## config.mk

```make
export PLATFORM = sky130hd
export DESIGN_NAME = i2crf_ctrl
export DESIGN_NICKNAME = d
export VERILOG_FILES = /design/src/hdl/i2crf_pkg.sv /design/src/hdl/i2crf_ctrl.sv
export VERILOG_INCLUDE_DIRS = /design/src /design/src/hdl
export SDC_FILE = /design/constraint.sdc
export NUM_CORES = 1
export LEC_CHECK = 0
export CAP_MARGIN = 15
export CORE_AREA = 2 2 39 41
export CTS_BUF_LIST = sky130_fd_sc_hd__clkbuf_4
export DETAILED_ROUTE_END_ITERATION = 7
export DIE_AREA = 0 0 41 43
export DONT_BUFFER_PORTS = 1
export GPL_TIMING_DRIVEN = 0
export HOLD_SLACK_MARGIN = 0.12
export PLACE_DENSITY_LB_ADDON = 0.05
export SETUP_SLACK_MARGIN = 0.15
export SYNTH_ARGS = -nofsm -noshare
export SYNTH_HDL_FRONTEND = slang
export SYNTH_SLANG_ARGS = --single-unit
```

## constraint.sdc

```tcl
create_clock -name clock -period 1.3 [get_ports clock]
set_clock_uncertainty 0.1 [all_clocks]
set_input_delay 0.065 -clock clock [delete_from_list [all_inputs] [get_ports clock]]
set_output_delay 0.065 -clock clock [all_outputs]
set_load 0.05 [all_outputs]
```

## src/hdl/i2c_register_file_target_unit_defines.svh

```systemverilog
// Assertion macros used by the register file target controller RTL.
`ifndef I2C_REGISTER_FILE_TARGET_UNIT_DEFINES_SVH
`define I2C_REGISTER_FILE_TARGET_UNIT_DEFINES_SVH

`ifndef SYNTHESIS
// Checked property, disabled while reset is high.
`define I2CRF_ASSERT(label, clk, rst, prop, msg) \
   label: assert property (@(posedge clk) disable iff (rst) prop) else $error(msg);
// Checked property, also evaluated during reset.
`define I2CRF_ASSERT_ALWAYS(label, clk, prop, msg) \
   label: assert property (@(posedge clk) prop) else $error(msg);
`else
`define I2CRF_ASSERT(label, clk, rst, prop, msg)
`define I2CRF_ASSERT_ALWAYS(label, clk, prop, msg)
`endif

`endif

```

## src/hdl/i2crf_pkg.sv

```systemverilog
// Package with types, codes and command structs of the register file target.
`timescale 1ns / 1ps
`default_nettype none

package i2crf_pkg;

   localparam int POINTER_BITS = 16;
   localparam int STORE_DEPTH  = 1 << POINTER_BITS;

   typedef logic [1:0]              op_type;
   typedef logic [1:0]              action_type;
   typedef logic [1:0]              count_type;
   typedef logic [7:0]              byte_type;
   typedef logic [POINTER_BITS-1:0] ptr_type;

   localparam op_type OP_START_WRITE = 2'd0;
   localparam op_type OP_OTHER_EVENT = 2'd1;
   localparam op_type OP_WRITE_BYTE  = 2'd2;
   localparam op_type OP_READ_BYTE   = 2'd3;

   localparam action_type ACT_EVENT   = 2'd0;
   localparam action_type ACT_ADDRESS = 2'd1;
   localparam action_type ACT_STORED  = 2'd2;
   localparam action_type ACT_READ    = 2'd3;

   localparam count_type ADDR_COUNT_RESET = 2'd1;

   // Commands from the controller to the datapath.
   typedef struct packed {
      logic clear_wr;
      logic accept;
      logic read_cap;
   } dp_cmd_type;

   // Status from the datapath to the controller.
   typedef struct packed {
      logic clear_last;
      logic req_is_read;
   } dp_status_type;

endpackage

`default_nettype wire

```

## src/hdl/i2crf_ctrl.sv

```systemverilog
// Controller: clearing sweep, request acceptance, read sequencing, response valid.
`timescale 1ns / 1ps
`default_nettype none
`include "i2c_register_file_target_unit_defines.svh"

module i2crf_ctrl (
   input  wire                      clock,
   input  wire                      reset,
   input  wire                      req_valid,
   output logic                     req_ready,
   output logic                     rsp_valid,
   input  wire                      rsp_ready,
   output i2crf_pkg::dp_cmd_type    cmd,
   input  i2crf_pkg::dp_status_type status
);
   import i2crf_pkg::*;

   localparam logic [1:0] ST_CLEAR = 2'd0;
   localparam logic [1:0] ST_IDLE  = 2'd1;
   localparam logic [1:0] ST_READ  = 2'd2;

   logic [1:0] state_ff, state_in;
   logic       rsp_valid_ff, rsp_valid_in;
   logic       slot_free;
   logic       accept;

   assign slot_free = !rsp_valid_ff || rsp_ready;
   assign req_ready = (state_ff == ST_IDLE) && slot_free;
   assign accept    = req_ready && req_valid;

   assign cmd.clear_wr = (state_ff == ST_CLEAR);
   assign cmd.accept   = accept;
   assign cmd.read_cap = (state_ff == ST_READ);

   always_comb begin
      state_in     = state_ff;
      rsp_valid_in = rsp_valid_ff && !rsp_ready;
      unique case (state_ff)
         ST_CLEAR: begin
            if (status.clear_last) begin
               state_in = ST_IDLE;
            end
         end
         ST_IDLE: begin
            if (accept) begin
               if (status.req_is_read) begin
                  state_in = ST_READ;
               end else begin
                  rsp_valid_in = 1'b1;
               end
            end
         end
         ST_READ: begin
            state_in     = ST_IDLE;
            rsp_valid_in = 1'b1;
         end
         default: begin
            state_in = ST_IDLE;
         end
      endcase
   end

   always_ff @(posedge clock) begin
      if (reset) begin
         state_ff     <= ST_CLEAR;
         rsp_valid_ff <= 1'b0;
      end else begin
         state_ff     <= state_in;
         rsp_valid_ff <= rsp_valid_in;
      end
   end

   assign rsp_valid = rsp_valid_ff;

   `I2CRF_ASSERT(a_no_accept_in_clear, clock, reset, (state_ff == ST_CLEAR) |-> !rsp_valid_ff && !accept, "item or response during clearing sweep")
   `I2CRF_ASSERT(a_read_goes_to_read, clock, reset, (accept && status.req_is_read) |=> (state_ff == ST_READ), "read accept did not enter read state")
   `I2CRF_ASSERT(a_read_gives_rsp, clock, reset, (state_ff == ST_READ) |=> rsp_valid_ff && (state_ff == ST_IDLE), "read state did not post a response")
   `I2CRF_ASSERT(a_write_gives_rsp, clock, reset, (accept && !status.req_is_read) |=> rsp_valid_ff, "non-read accept did not post a response")

endmodule

`default_nettype wire

```

# After elaboration in Yosys (flattened, before gate mapping)
# Index checks and enable logic that the tools add are counted.
# word_totals
out_inout_bits	5
register_bits	3
in_bits	6
# classes
n_mux	7
eq_ne	5
n_reduce_logical	8
# ops
cell	count
2-bit two-way mux	3
2-bit inequality test, second input constant	2
2-bit case mux with 2 select lines	1
1-bit logical AND	3
3-bit AND reduction	1
2-bit by 1-bit == test with 1-bit output, second input constant	1
2-bit == test, second input constant	1
1-bit logical NOT	2
2-bit logical NOT	1
1-bit two-way mux	2
2-bit by 1-bit inequality test with 1-bit output, second input constant	1
1-bit case mux with 2 select lines	1
1-bit logical OR	1

# Depth between registers and ports, before layout
# depth
ltp_word	6
depth_mapped	5
mapped_depth_nobuf	5

# Worst setup path before layout
# No wires, ideal clock.
# synth_path
path_kind	reg2reg
start	register state_ff[0]
end	register state_ff[1]
path_slack_ns	-0.261
stages_incl_launch_ff	6
setup_time_ns	0.116
n_path_buf	0
arrival_time_ns	1.345
cell_sequence	dfxtp_1 -> inv_1 -> ha_1 -> nor2b_1 -> or2_0 -> and3b_1
# synth_lines
item	line_no	text
start, declared	i2crf_ctrl.sv:22	logic [1:0] state_ff, state_in;
start signal, assigned	i2crf_ctrl.sv:68	state_ff <= state_in;

==> results.ini <==
[global_routing]
grt_antenna_before_repair=0
grt_use_met3=0.0157
grt_pass1_wl_microns=890
met1_usage=0.0955
busiest_layer=met2
overflow=0
met2_usage=0.106
track_usage=0.0821
grt_pass1_vias=212
grt_max_degree=5

[yosys]
syn_inst=25
yosysSeqAreaShare=0.267
ys_ff_latch=3
netlist_area_sq_um=225
synth_cell_types=16
synth.top_cells.by_area=dfxtp_1, ha_1, a221oi_2, inv_1, o31ai_1
syn_area_per_cell_sq_um=9.01
yosys.area.top_type_share=0.267
syn_nets=34
yosysWarnings=0
synth_area_leader_cell=dfxtp_1

[timing]
fmax_mhz=734
hold_viol_final=1
worst_slack_ns=-0.0615
hold_ws_ns=-0.000419
fin_crit_ns=1.36
rsz0062_at_grt=yes
worst_pin_slew_ns=0.225
slew_headroom=0.849
fin_tns_setup_ns=-0.101
slew_violations=0
finalSetupViolations=2
fin_crit_sh=1.05

[power_and_ir_drop]
power.density_nw_per_um2=1230
p_leak_uw=0.000154
ir_drop_mv=0.442

[cells_and_area]
antennaDiodeCount=0
multi_input_area_sq_um=189
nFillCells=156
area_growth_pct=70.6
fin_util=0.278
drive_gt1_frac=0.686
layout.nets=45
regArea_sq_um=66.3

[clock_network]
path_clk_slew_ns=0.04
cts_sinks=3
worstSkewPairLatency_ns=0.23
cts_made_buffers=3
clock_path_buffers=2
cts_hold_buffers=3
clockRootBuffer=clkbuf_4
cts_tree=built
htreeDepth=1

[routing]
num_vias=201
wire_per_inst_microns=10.4
drtIter0Drc=0
route.antenna.remaining_nets=0
drc=0
vias_per_cell=3.94
dr.pass1.iters=1
routed_wl_microns=529

[worst_setup_path]
cp.required_ns=1.32
startpoint_type=register
crit_type=reg2reg
worst-path-max-fanout=3
crit_arrival_ns=1.38
end_kind=register

[placement]
finalWeightedCongestion=0.596
numPortBuffers=0
dp_hpwl_microns=413
place_ws_ns=-0.0492

[floorplanning]
num_io_pins=11
die_width_microns=41
start_util=0.163
die-area_sq_um=1760
core_sq_um=1380
die_height_microns=43
row_count=14

[min_path]
min_path_type=in2reg

[status]
status=finished, violations left
violations=hold timing, setup timing

[flow_run]
maxCapViolations=0

## cells in the final DEF (no fill, tap or decap), types with 2 or more instances in the layout
master         n
nor2b_4        2
ha_4           2
dfxtp_2        2
inv_2          4
dlygate4sd3_1  3
clkbuf_4       4
buf_4          3
## timing repair
action	in CTS	in global routing
setup buffers	2	1
hold endpoints to repair	3	2
resized for setup	8	3
pin swaps	3	1
setup endpoints to repair	6	6
## power by group
group	switching, uW	total [uW]	internal (uW)
clock	49.9	186	136
combinational	96.6	177	80.3
sequential	11.3	112	100
## per-stage QoR
| step | hold WS [ns] | cells | cell area (sq um) | total power (uW) |
|---|---|---|---|---|
| floorplan | 0.0238 | 25 | 251 | 233 |
| global placement | 0.0299 | 41 | 272 | 248 |
| detailed placement | 0.0294 | 41 | 272 | 245 |
| CTS | -0.00869 | 50 | 365 | 471 |
| global route | 0.0135 | 51 | 384 | 501 |
| finish | -0.000419 | 51 | 384 | 474 |
## worst paths after layout
check / from / end / slack (ns) / depth (start not counted)
worst max-delay path: state_ff[0]$_SDFFE_PP0P_ / state_ff[1]$_SDFFE_PP0P_ / -0.06 / 5
worst min-delay path: rsp_ready / rsp_valid$_SDFF_PP0_ / -0.0004 / 2
worst max register to register: state_ff[0]$_SDFFE_PP0P_ / state_ff[1]$_SDFFE_PP0P_ / -0.06 / 5
worst min register to register: state_ff[0]$_SDFFE_PP0P_ / state_ff[0]$_SDFFE_PP0P_ / 0.50 / 3
## metal layers
metal  share of wire  up-vias
met3           0.055        0
li1                -      103
met2            0.52        6
met5               0        -
met1            0.43       92
met4               0        0
## registers in the layout, summed over array words and instances, names as in the netlist
register / flops
rsp_valid: 1
state_ff: 2
## cell usage after synthesis
| library cell | number |
|---|---|
| and3b_1 | 1 |
| and2_1 | 1 |
| nor2b_4 | 1 |
| a221oi_2 | 1 |
| buf_4 | 1 |
| ha_1 | 3 |
| and3_1 | 1 |
| dfxtp_1 | 3 |
| inv_1 | 4 |
| o31ai_1 | 2 |
| nand2_1 | 1 |
| nor2b_1 | 2 |
| o22ai_1 | 1 |
| nand2b_1 | 1 |
| or2_0 | 1 |
| a21oi_1 | 1 |
## worst max-delay path, stage by stage (launching register included)
cell,delay [ns]
dfxtp_2,0.34
inv_2,0.05
ha_4,0.21
nor2b_4,0.15
or2_4,0.23
and3b_1,0.16
## cell families (layout without fill, tap and decap cells)
family,count (synthesis),count (layout),share of synthesized area
buffers and inverters,5,15,0.100
DFF,3,3,0.267
AOI/OAI and AO/OA,5,5,0.183
adders and majority gates,3,3,0.167
and+or+nand+nor,9,9,0.283
## cell type report
| class | instances | share of cell area |
|---|---|---|
| Buffer | 1 | 0.0293 |
| Clock buffer | 4 | 0.0782 |
| Inverter | 4 | 0.0391 |
| Multi-Input combinational cell | 17 | 0.492 |
| Sequential cell | 3 | 0.173 |
| Tap cell | 16 | 0.0521 |
| Timing Repair Buffer | 6 | 0.137 |
Note: power is estimated with default switching activity, not from simulation.
